--- src/rtl/core/clo_pkg.sv ---
`timescale 1ns / 1ps

package clo_pkg;

  // square structuring element edge and the number of stored lines
  localparam int WIN   = 5;
  localparam int LINES = WIN - 1;

  // configuration data width
  localparam int CFG_DW = 10;

  // register indexes of the configuration port
  typedef enum logic [0:0] {
    CFG_FRAME_WIDTH  = 1'b0,
    CFG_FRAME_HEIGHT = 1'b1
  } cfg_idx_t;

  // partial reduction of one window column
  typedef struct packed {
    logic any;
    logic all;
  } cell_stat_t;

endpackage

--- src/rtl/core/clo_cell.sv ---
`timescale 1ns / 1ps

module clo_cell (
  input  logic                     clk,
  input  logic                     adv_i,
  input  logic [clo_pkg::WIN-1:0]  col_i,
  input  logic [clo_pkg::WIN-1:0]  row_ok_i,
  input  logic                     col_ok_i,
  output logic [clo_pkg::WIN-1:0]  col_o,
  output clo_pkg::cell_stat_t      stat_o
);
  import clo_pkg::*;

  logic [WIN-1:0] col_r;
  logic [WIN-1:0] hit;

  // column moves one place along the window on every advance
  always_ff @(posedge clk) begin
    if (adv_i) col_r <= col_i;
  end

  assign col_o = col_r;

  // masked column terms: any set pixel inside, or all inside and set
  assign hit        = col_i & row_ok_i;
  assign stat_o.any = col_ok_i & (|hit);
  assign stat_o.all = col_ok_i & (&row_ok_i) & (&col_i);

endmodule

--- src/rtl/core/clo_line_store.sv ---
`timescale 1ns / 1ps

module clo_line_store #(
  parameter  int DEPTH = 512,
  localparam int AW    = $clog2(DEPTH)
) (
  input  logic                      clk,
  input  logic                      we_i,
  input  logic [AW-1:0]             wr_addr_i,
  input  logic [AW-1:0]             rd_addr_i,
  input  logic [clo_pkg::LINES-1:0] wdata_i,
  output logic [clo_pkg::LINES-1:0] rdata_o
);
  import clo_pkg::*;

  logic [LINES-1:0] mem [DEPTH];
  logic [LINES-1:0] rd_r;

  // one column of four lines per entry, read ahead for the next column
  always_ff @(posedge clk) begin
    if (we_i) mem[wr_addr_i] <= wdata_i;
    // forward the word being written when the next column is the same one
    if (we_i && (rd_addr_i == wr_addr_i)) rd_r <= wdata_i;
    else rd_r <= mem[rd_addr_i];
  end

  assign rdata_o = rd_r;

endmodule

--- src/rtl/core/clo_stage.sv ---
`timescale 1ns / 1ps

module clo_stage #(
  parameter  int MAX_W = 512,
  parameter  int MAX_H = 512,
  parameter  bit ERODE = 1'b0,
  localparam int XW    = $clog2(MAX_W),
  localparam int WB    = $clog2(MAX_W + 1),
  localparam int HB    = $clog2(MAX_H + 1),
  localparam int YW    = $clog2(MAX_H + 8)
) (
  input  logic          clk,
  input  logic          adv_i,
  input  logic          pix_i,
  input  logic [XW-1:0] wr_col_i,
  input  logic [XW-1:0] rd_col_i,
  input  logic [XW-1:0] cx_i,
  input  logic [YW-1:0] cy_i,
  input  logic [WB-1:0] w_i,
  input  logic [HB-1:0] h_i,
  output logic          res_o
);
  import clo_pkg::*;

  logic [LINES-1:0] line_rd;
  logic [WIN-1:0]   cols [WIN];
  logic [WIN-1:0]   row_ok;
  logic [WIN-1:0]   col_ok;
  cell_stat_t       stat [WIN];
  logic [WIN-1:0]   any_v;
  logic [WIN-1:0]   all_v;
  logic [YW:0]      cye;
  logic [YW:0]      he;
  logic [WB:0]      cxe;
  logic [WB:0]      we;

  // four previous lines at the incoming column
  clo_line_store #(.DEPTH(MAX_W)) u_lines (
    .clk       (clk),
    .we_i      (adv_i),
    .wr_addr_i (wr_col_i),
    .rd_addr_i (rd_col_i),
    .wdata_i   ({line_rd[LINES-2:0], pix_i}),
    .rdata_o   (line_rd)
  );

  // newest column: bit 0 is the incoming pixel, bit j is j lines above
  assign cols[0] = {line_rd, pix_i};

  // image bounds around the window center
  assign cye = (YW + 1)'(cy_i);
  assign he  = (YW + 1)'(h_i);
  assign cxe = (WB + 1)'(cx_i);
  assign we  = (WB + 1)'(w_i);

  assign row_ok[0] = (cye + (YW + 1)'(2)) < he;
  assign row_ok[1] = (cye + (YW + 1)'(1)) < he;
  assign row_ok[2] = cye < he;
  assign row_ok[3] = cye >= (YW + 1)'(1);
  assign row_ok[4] = cye >= (YW + 1)'(2);

  assign col_ok[0] = (cxe + (WB + 1)'(2)) < we;
  assign col_ok[1] = (cxe + (WB + 1)'(1)) < we;
  assign col_ok[2] = cxe < we;
  assign col_ok[3] = cxe >= (WB + 1)'(1);
  assign col_ok[4] = cxe >= (WB + 1)'(2);

  // chain of window columns, newest first
  for (genvar k = 0; k < WIN; k++) begin : g_cell
    if (k < WIN - 1) begin : g_mid
      clo_cell u_cell (
        .clk      (clk),
        .adv_i    (adv_i),
        .col_i    (cols[k]),
        .row_ok_i (row_ok),
        .col_ok_i (col_ok[k]),
        .col_o    (cols[k+1]),
        .stat_o   (stat[k])
      );
    end else begin : g_end
      clo_cell u_cell (
        .clk      (clk),
        .adv_i    (adv_i),
        .col_i    (cols[k]),
        .row_ok_i (row_ok),
        .col_ok_i (col_ok[k]),
        .col_o    (),
        .stat_o   (stat[k])
      );
    end
    assign any_v[k] = stat[k].any;
    assign all_v[k] = stat[k].all;
  end

  // dilation takes any pixel, erosion needs every pixel
  assign res_o = ERODE ? (&all_v) : (|any_v);

endmodule

--- src/rtl/core/binary_closing_5x5.sv ---
`timescale 1ns / 1ps

// 5x5 binary closing (square dilation then square erosion) of a raster mask
// stream. Pixels outside the image count as 0 in both passes, so the two outer
// rows and columns of the result are 0. One request is taken every clock; the
// result for pixel q leaves with request q + 4*frame_width + 4, so after the
// last pixel of a frame 4*frame_width + 4 flush requests (tuser = 1, or any
// request once the frame's pixels are in) push the tail out. The result with
// tlast high ends the frame. A flush request inside the frame is dropped. The
// only stall is the output register: in_tready drops while a result waits and
// out_tready is low. Each pass holds four lines in a MAX_WIDTH x 4 bit memory
// with one read and one write per clock; line contents outside the current
// frame are never used, so no clearing pass runs after reset. Writing a size
// register restarts the frame.
module binary_closing_5x5 #(
  parameter int MAX_WIDTH  = 512,
  parameter int MAX_HEIGHT = 512
) (
  input  logic                       clk,
  input  logic                       rst_n,
  input  logic                       in_tvalid,
  output logic                       in_tready,
  input  logic [7:0]                 in_tdata,   // [0] pixel_set, [7:1] zero
  input  logic [0:0]                 in_tuser,   // [0] operation
  output logic                       out_tvalid,
  input  logic                       out_tready,
  output logic [7:0]                 out_tdata,  // [0] closed_pixel, [7:1] zero
  output logic                       out_tlast,  // frame_last
  input  logic                       cfg_we,
  input  logic [0:0]                 cfg_addr,
  input  logic [clo_pkg::CFG_DW-1:0] cfg_wdata
);
  import clo_pkg::*;

  localparam int XW    = $clog2(MAX_WIDTH);
  localparam int WB    = $clog2(MAX_WIDTH + 1);
  localparam int HB    = $clog2(MAX_HEIGHT + 1);
  localparam int YW    = $clog2(MAX_HEIGHT + 8);
  localparam int FW    = $clog2(4 * MAX_WIDTH + 5);
  localparam int W_RST = (128 > MAX_WIDTH) ? MAX_WIDTH : 128;
  localparam int H_RST = (128 > MAX_HEIGHT) ? MAX_HEIGHT : 128;

  logic [WB-1:0] w_r, w_nxt;
  logic [HB-1:0] h_r, h_nxt;
  logic [XW-1:0] ix_r, ix_nxt;
  logic [YW-1:0] iy_r, iy_nxt;
  logic [FW-1:0] f_r, f_nxt;
  logic [XW-1:0] c1x_r, c1x_nxt;
  logic [YW-1:0] c1y_r, c1y_nxt;
  logic [XW-1:0] c2x_r, c2x_nxt;
  logic [YW-1:0] c2y_r, c2y_nxt;
  logic          out_valid_r;
  logic          out_pix_r;
  logic          out_last_r;

  logic [31:0]   cfg_val;
  logic [31:0]   cfg_clip;
  logic [FW-1:0] half;
  logic [FW-1:0] delay;
  logic [XW-1:0] col_end;
  logic [YW-1:0] row_end;
  logic          accept;
  logic          in_frame;
  logic          adv;
  logic          s1;
  logic          s2;
  logic          adv2;
  logic          res;
  logic          last;
  logic          dil;
  logic          ero;

  // input handshake: the output register decouples the two sides
  assign in_tready = !out_valid_r || out_tready;
  assign accept    = in_tvalid && in_tready;

  // frame position bookkeeping
  assign half     = (FW'(w_r) << 1) + FW'(2);
  assign delay    = (FW'(w_r) << 2) + FW'(4);
  assign col_end  = XW'(w_r - WB'(1));
  assign row_end  = YW'(h_r) - YW'(1);
  assign in_frame = iy_r < YW'(h_r);
  assign adv      = accept && (!in_frame || !in_tuser[0]);
  assign s1       = f_r >= half;
  assign s2       = f_r >= delay;
  assign adv2     = adv && s1;
  assign res      = adv && s2;
  assign last     = (c2x_r == col_end) && (c2y_r == row_end);

  // size registers, clamped to the supported range
  always_comb begin
    w_nxt    = w_r;
    h_nxt    = h_r;
    cfg_val  = 32'(cfg_wdata);
    cfg_clip = (cfg_val == 32'd0) ? 32'd1 : cfg_val;
    if (cfg_we) begin
      case (cfg_idx_t'(cfg_addr))
        CFG_FRAME_WIDTH: begin
          w_nxt = (cfg_clip > MAX_WIDTH) ? WB'(MAX_WIDTH) : cfg_clip[WB-1:0];
        end
        CFG_FRAME_HEIGHT: begin
          h_nxt = (cfg_clip > MAX_HEIGHT) ? HB'(MAX_HEIGHT) : cfg_clip[HB-1:0];
        end
        default: ;
      endcase
    end
  end

  // input, dilation center and erosion center counters
  always_comb begin
    ix_nxt  = ix_r;
    iy_nxt  = iy_r;
    f_nxt   = f_r;
    c1x_nxt = c1x_r;
    c1y_nxt = c1y_r;
    c2x_nxt = c2x_r;
    c2y_nxt = c2y_r;
    if (cfg_we || (res && last)) begin
      ix_nxt  = '0;
      iy_nxt  = '0;
      f_nxt   = '0;
      c1x_nxt = '0;
      c1y_nxt = '0;
      c2x_nxt = '0;
      c2y_nxt = '0;
    end else if (adv) begin
      if (!s2) f_nxt = f_r + FW'(1);
      if (ix_r == col_end) begin
        ix_nxt = '0;
        iy_nxt = iy_r + YW'(1);
      end else begin
        ix_nxt = ix_r + XW'(1);
      end
      if (s1) begin
        if (c1x_r == col_end) begin
          c1x_nxt = '0;
          c1y_nxt = c1y_r + YW'(1);
        end else begin
          c1x_nxt = c1x_r + XW'(1);
        end
      end
      if (s2) begin
        if (c2x_r == col_end) begin
          c2x_nxt = '0;
          c2y_nxt = c2y_r + YW'(1);
        end else begin
          c2x_nxt = c2x_r + XW'(1);
        end
      end
    end
  end

  // control state
  always_ff @(posedge clk) begin
    if (!rst_n) begin
      w_r         <= WB'(W_RST);
      h_r         <= HB'(H_RST);
      ix_r        <= '0;
      iy_r        <= '0;
      f_r         <= '0;
      c1x_r       <= '0;
      c1y_r       <= '0;
      c2x_r       <= '0;
      c2y_r       <= '0;
      out_valid_r <= 1'b0;
    end else begin
      w_r   <= w_nxt;
      h_r   <= h_nxt;
      ix_r  <= ix_nxt;
      iy_r  <= iy_nxt;
      f_r   <= f_nxt;
      c1x_r <= c1x_nxt;
      c1y_r <= c1y_nxt;
      c2x_r <= c2x_nxt;
      c2y_r <= c2y_nxt;
      if (res) out_valid_r <= 1'b1;
      else if (out_tready) out_valid_r <= 1'b0;
    end
  end

  // result payload
  always_ff @(posedge clk) begin
    if (res) begin
      out_pix_r  <= ero;
      out_last_r <= last;
    end
  end

  // dilation pass over the raw mask
  clo_stage #(.MAX_W(MAX_WIDTH), .MAX_H(MAX_HEIGHT), .ERODE(1'b0)) u_dilate (
    .clk      (clk),
    .adv_i    (adv),
    .pix_i    (in_tdata[0]),
    .wr_col_i (ix_r),
    .rd_col_i (ix_nxt),
    .cx_i     (c1x_r),
    .cy_i     (c1y_r),
    .w_i      (w_r),
    .h_i      (h_r),
    .res_o    (dil)
  );

  // erosion pass over the dilated mask
  clo_stage #(.MAX_W(MAX_WIDTH), .MAX_H(MAX_HEIGHT), .ERODE(1'b1)) u_erode (
    .clk      (clk),
    .adv_i    (adv2),
    .pix_i    (dil),
    .wr_col_i (c1x_r),
    .rd_col_i (c1x_nxt),
    .cx_i     (c2x_r),
    .cy_i     (c2y_r),
    .w_i      (w_r),
    .h_i      (h_r),
    .res_o    (ero)
  );

  assign out_tvalid = out_valid_r;
  assign out_tdata  = {7'd0, out_pix_r};
  assign out_tlast  = out_last_r;

endmodule

--- config.mk ---
export PLATFORM = sky130hd
export DESIGN_NAME = binary_closing_5x5
export DESIGN_NICKNAME = d
export VERILOG_FILES = /design/src/rtl/core/clo_pkg.sv /design/src/rtl/core/clo_cell.sv /design/src/rtl/core/clo_line_store.sv /design/src/rtl/core/clo_stage.sv /design/src/rtl/core/binary_closing_5x5.sv
export SDC_FILE = /design/constraint.sdc
export NUM_CORES = 2
export LEC_CHECK = 0
export BUFFER_PORTS_ARGS = -buffer_cell sky130_fd_sc_hd__buf_2
export CAP_MARGIN = 20
export CORE_MARGIN = 3
export CORE_UTILIZATION = 60
export DETAILED_ROUTE_END_ITERATION = 16
export PLACE_DENSITY_LB_ADDON = 0.12
export SLEW_MARGIN = 20
export SYNTH_ARGS = -nofsm -noshare
export SYNTH_HDL_FRONTEND = slang
export SYNTH_SLANG_ARGS = --single-unit
export TNS_END_PERCENT = 1
--- constraint.sdc ---
create_clock -name clk -period 67.1 [get_ports clk]
set_clock_uncertainty 0.05 [all_clocks]
set_input_delay 3.355 -clock clk [delete_from_list [all_inputs] [get_ports clk]]
set_output_delay 3.355 -clock clk [all_outputs]
set_load 0.005 [all_outputs]
==> results_dict.tcl <==
set metrics [dict create \
    nets 9207 \
    status "complete, no violations" \
    initial_core_util_pct 60.39 \
    worst-path-max-fanout 121 \
    clk_pin_slew_ns 0.06 \
    syn_to_final_growth_pct 10.23 \
    drt-initial-drc-count 11160 \
    rows 196 \
    fmax_mhz 103.9 \
    multi_input_area_sq_um 43180 \
    drtAntennaViolNets 0 \
    synthArstFlopShare_pct 0 \
    yosysUniqueCellTypes 97 \
    cap_violations 0 \
    drive_gt1_share_pct 22.07 \
    max_slew_margin_pct 20.74 \
    syn_avg_cell_area_sq_um 19.23 \
    fin_tns_setup_ns 0 \
    synthSimpleGateAreaFrac_pct 4.761 \
    io_pins 36 \
    finalSetupViolCount 0 \
    peakVddDrop_mv 0.03049 \
    core_sq_um 285500 \
    cts-hold-fix-buffers 0 \
    start_kind "register" \
    end_kind "register" \
    synth_seq_cells 4246 \
    drv_slew 0 \
    grt.total_usage_pct 29.19 \
    gp_congestion 0.8887 \
    firstDrtPassIters 7 \
    dieArea_sq_um 293800 \
    period_needed_ns 9.620 \
    cts_tree "yes" \
    rsz0062_at_grt "false" \
    hpwl_um 254700 \
    leakage_nw 54.10 \
    synthCells 8964 \
    synthXorXnorAreaFrac_pct 0.7324 \
    route.vias.total 88210 \
    netlist_top_cells_area "edfxtp_1 72%, mux4_2 15%, nor2_1 2.6%, dfxtp_1 1.3%, ha_1 1.2%" \
    hold_class "reg2reg" \
    cts_setup_buffers 0 \
    portBuffers 21 \
    grt_overflow_total 0 \
    layout_setup_ws_ns 57.48 \
    synth_top_area_share_pct 72.09 \
    yosys_warnings 0 \
    synthMuxAreaShare_pct 15.88 \
    synth_top_family_by_area "multiplexers" \
    routedWlPerCell_um 32.51 \
    yosys.area.top_type "edfxtp_1" \
    fp.dieH_um 542 \
    power.total_mw 5.363 \
    synth_ff_type "edfxtp_1" \
    clk_latency_ns 0.98 \
    synthesis.area_sq_um 172400 \
    hold_violations 0 \
    synth_most_common_cell "edfxtp_1" \
    yosys.area_share.adder_pct 1.248 \
    cts.sinks 4246 \
    yosysSeqAreaShare_pct 73.34 \
    power.density_nw_per_um2 28.23 \
    grt_pass1_wl_um 624300 \
    die_w_um 542 \
    hold_start "u_erode.g_cell[0].g_mid.u_cell.col_o[3]$_DFFE_PP_" \
    preCtsSetupSlack_ns 56.50 \
    tightest_slew_ns 1.189 \
    synthTopCellsByCount "4138 x edfxtp_1, 1187 x nor2_1, 1134 x mux4_2" \
    grt_max_degree 232 \
    cts_resized 0 \
    grt_pass1_vias 89230 \
    synth_compound_area_share_pct 2.241 \
    routed_wl_um 426700 \
    route.detailed.drc 0 \
    crit_arrival_ns 10.18 \
    synth_edf_count 4138 \
    regArea_sq_um 126500 \
    routed_via_density 6.722 \
    cp.required_ns 67.66 \
    h-tree-depth 5 \
    timing_worst_setup_path_type "reg2reg" \
    cts_buffers 418 \
    fill_cells 18550 \
    antenna_found_initial 7 \
    cts_root_buffer "clkbuf_16" \
    min_period_over_period_pct 14.34 \
    clock_path_buffers 4 \
]
-- final timing paths --
kind / end / slack, ns / cells after the start
min reg2reg: u_erode.g_cell[1].g_mid.u_cell.col_o[3]$_DFFE_PP_ / 0.40 / 0
max reg2reg: u_erode.u_lines.mem[186][0]$_DFFE_PP_ / 57.48 / 16
min: u_erode.g_cell[1].g_mid.u_cell.col_o[3]$_DFFE_PP_ / 0.40 / 0
max: u_erode.u_lines.mem[186][0]$_DFFE_PP_ / 57.48 / 16
-- cell usage in the layout, fill, tap and decap left out, types with 26 or more instances in the layout --
| master | n |
|---|---|
| clkinv_1 | 98 |
| xor2_1 | 48 |
| nand4_1 | 57 |
| nor3_1 | 43 |
| xnor2_1 | 88 |
| nand3_2 | 26 |
| buf_4 | 163 |
| nor2_1 | 1182 |
| clkinv_2 | 60 |
| clkbuf_1 | 90 |
| inv_1 | 56 |
| o21ai_0 | 72 |
| o21a_1 | 35 |
| nand3_1 | 101 |
| mux2i_1 | 142 |
| nor2b_1 | 37 |
| nor4_1 | 28 |
| mux2_2 | 37 |
| a21oi_1 | 111 |
| dfxtp_1 | 97 |
| edfxtp_1 | 4138 |
| nand2_1 | 233 |
| and3_1 | 26 |
| a22oi_1 | 57 |
| nand2b_1 | 27 |
| ha_1 | 172 |
| clkbuf_16 | 422 |
| bufinv_16 | 43 |
| mux4_2 | 1134 |
| o22ai_1 | 37 |
-- routing by layer --
| metal | vias up | wire [um] | GRT usage [%] |
|---|---|---|---|
| met2 | 4770 | 208200 | 46.74 |
| met5 | - | 44 | 0 |
| li1 | 36390 | - | - |
| met3 | 910 | 37870 | 5.139 |
| met1 | 46130 | 160100 | 40.29 |
| met4 | 6 | 20440 | 12.47 |
-- registers in the layout (all words and copies together), names as in the netlist, named ones only --
signal / count
f_r: 12
u_dilate.g_cell.g_mid.u_cell.col_o: 20
out_tlast: 1
iy_r: 10
ix_r: 9
c1y_r: 10
w_r: 10
c1x_r: 9
out_tvalid: 1
h_r: 10
u_erode.g_cell.g_mid.u_cell.col_o: 20
c2y_r: 10
u_erode.u_lines.mem: 2048
u_dilate.u_lines.mem: 2048
out_pix_r: 1
c2x_r: 9
-- final cells by class --
class,count,share of cell area [%]
antenna,6,0.007902
sequential,4246,66.55
clock inverter,253,1.395
timing repair buffer,210,0.9805
clock buffer,512,5.736
multi-input combinational,4073,22.72
tap,3762,2.477
inverter,61,0.1245
-- critical path: stages, from the launching register on --
cell      delay, ns
dfxtp_4        0.74
buf_4          0.85
buf_4          0.87
buf_4          0.75
buf_4          0.77
a22oi_1        0.21
o22ai_1        0.20
o211ai_1       0.16
nor3_1         0.84
nor3_1         0.27
o32ai_4        0.30
buf_4          0.61
nor4b_1        0.38
a211oi_2       0.19
inv_8          0.51
buf_4          0.45
buf_6          0.68
-- power breakdown --
group          total [mW]  leakage [nW]  switching, mW  internal (mW)
Combinational       0.127          11.9         0.0879         0.0389
Clock                2.32          6.55          0.995           1.33
Sequential           2.92          35.7        0.00254           2.91
-- logic make-up after synthesis --
logic type / after synthesis
buf+inv: 651
compound gates: 554
flops: 4246
mux: 1313
other cells: 1
simple gates: 1888
xor+xnor: 139
fa+ha+maj: 172
-- through the flow --
step / instance area, sq um / cells / utilization [%] / hold slack (ns)
3_5_place_dp: 176300 / 12350 / 61.76 / 0.3860
2_1_floorplan: 172400 / 8970 / - / 0.3695
5_1_grt: 190000 / 13120 / 66.56 / 0.4106
6_report: 190000 / 13120 / 66.56 / 0.4007
4_1_cts: 189900 / 13110 / 66.51 / 0.4010
3_3_place_gp: 176300 / 12350 / 61.75 / 0.3761
No activity file was read; power rests on OpenSTA's default activity.
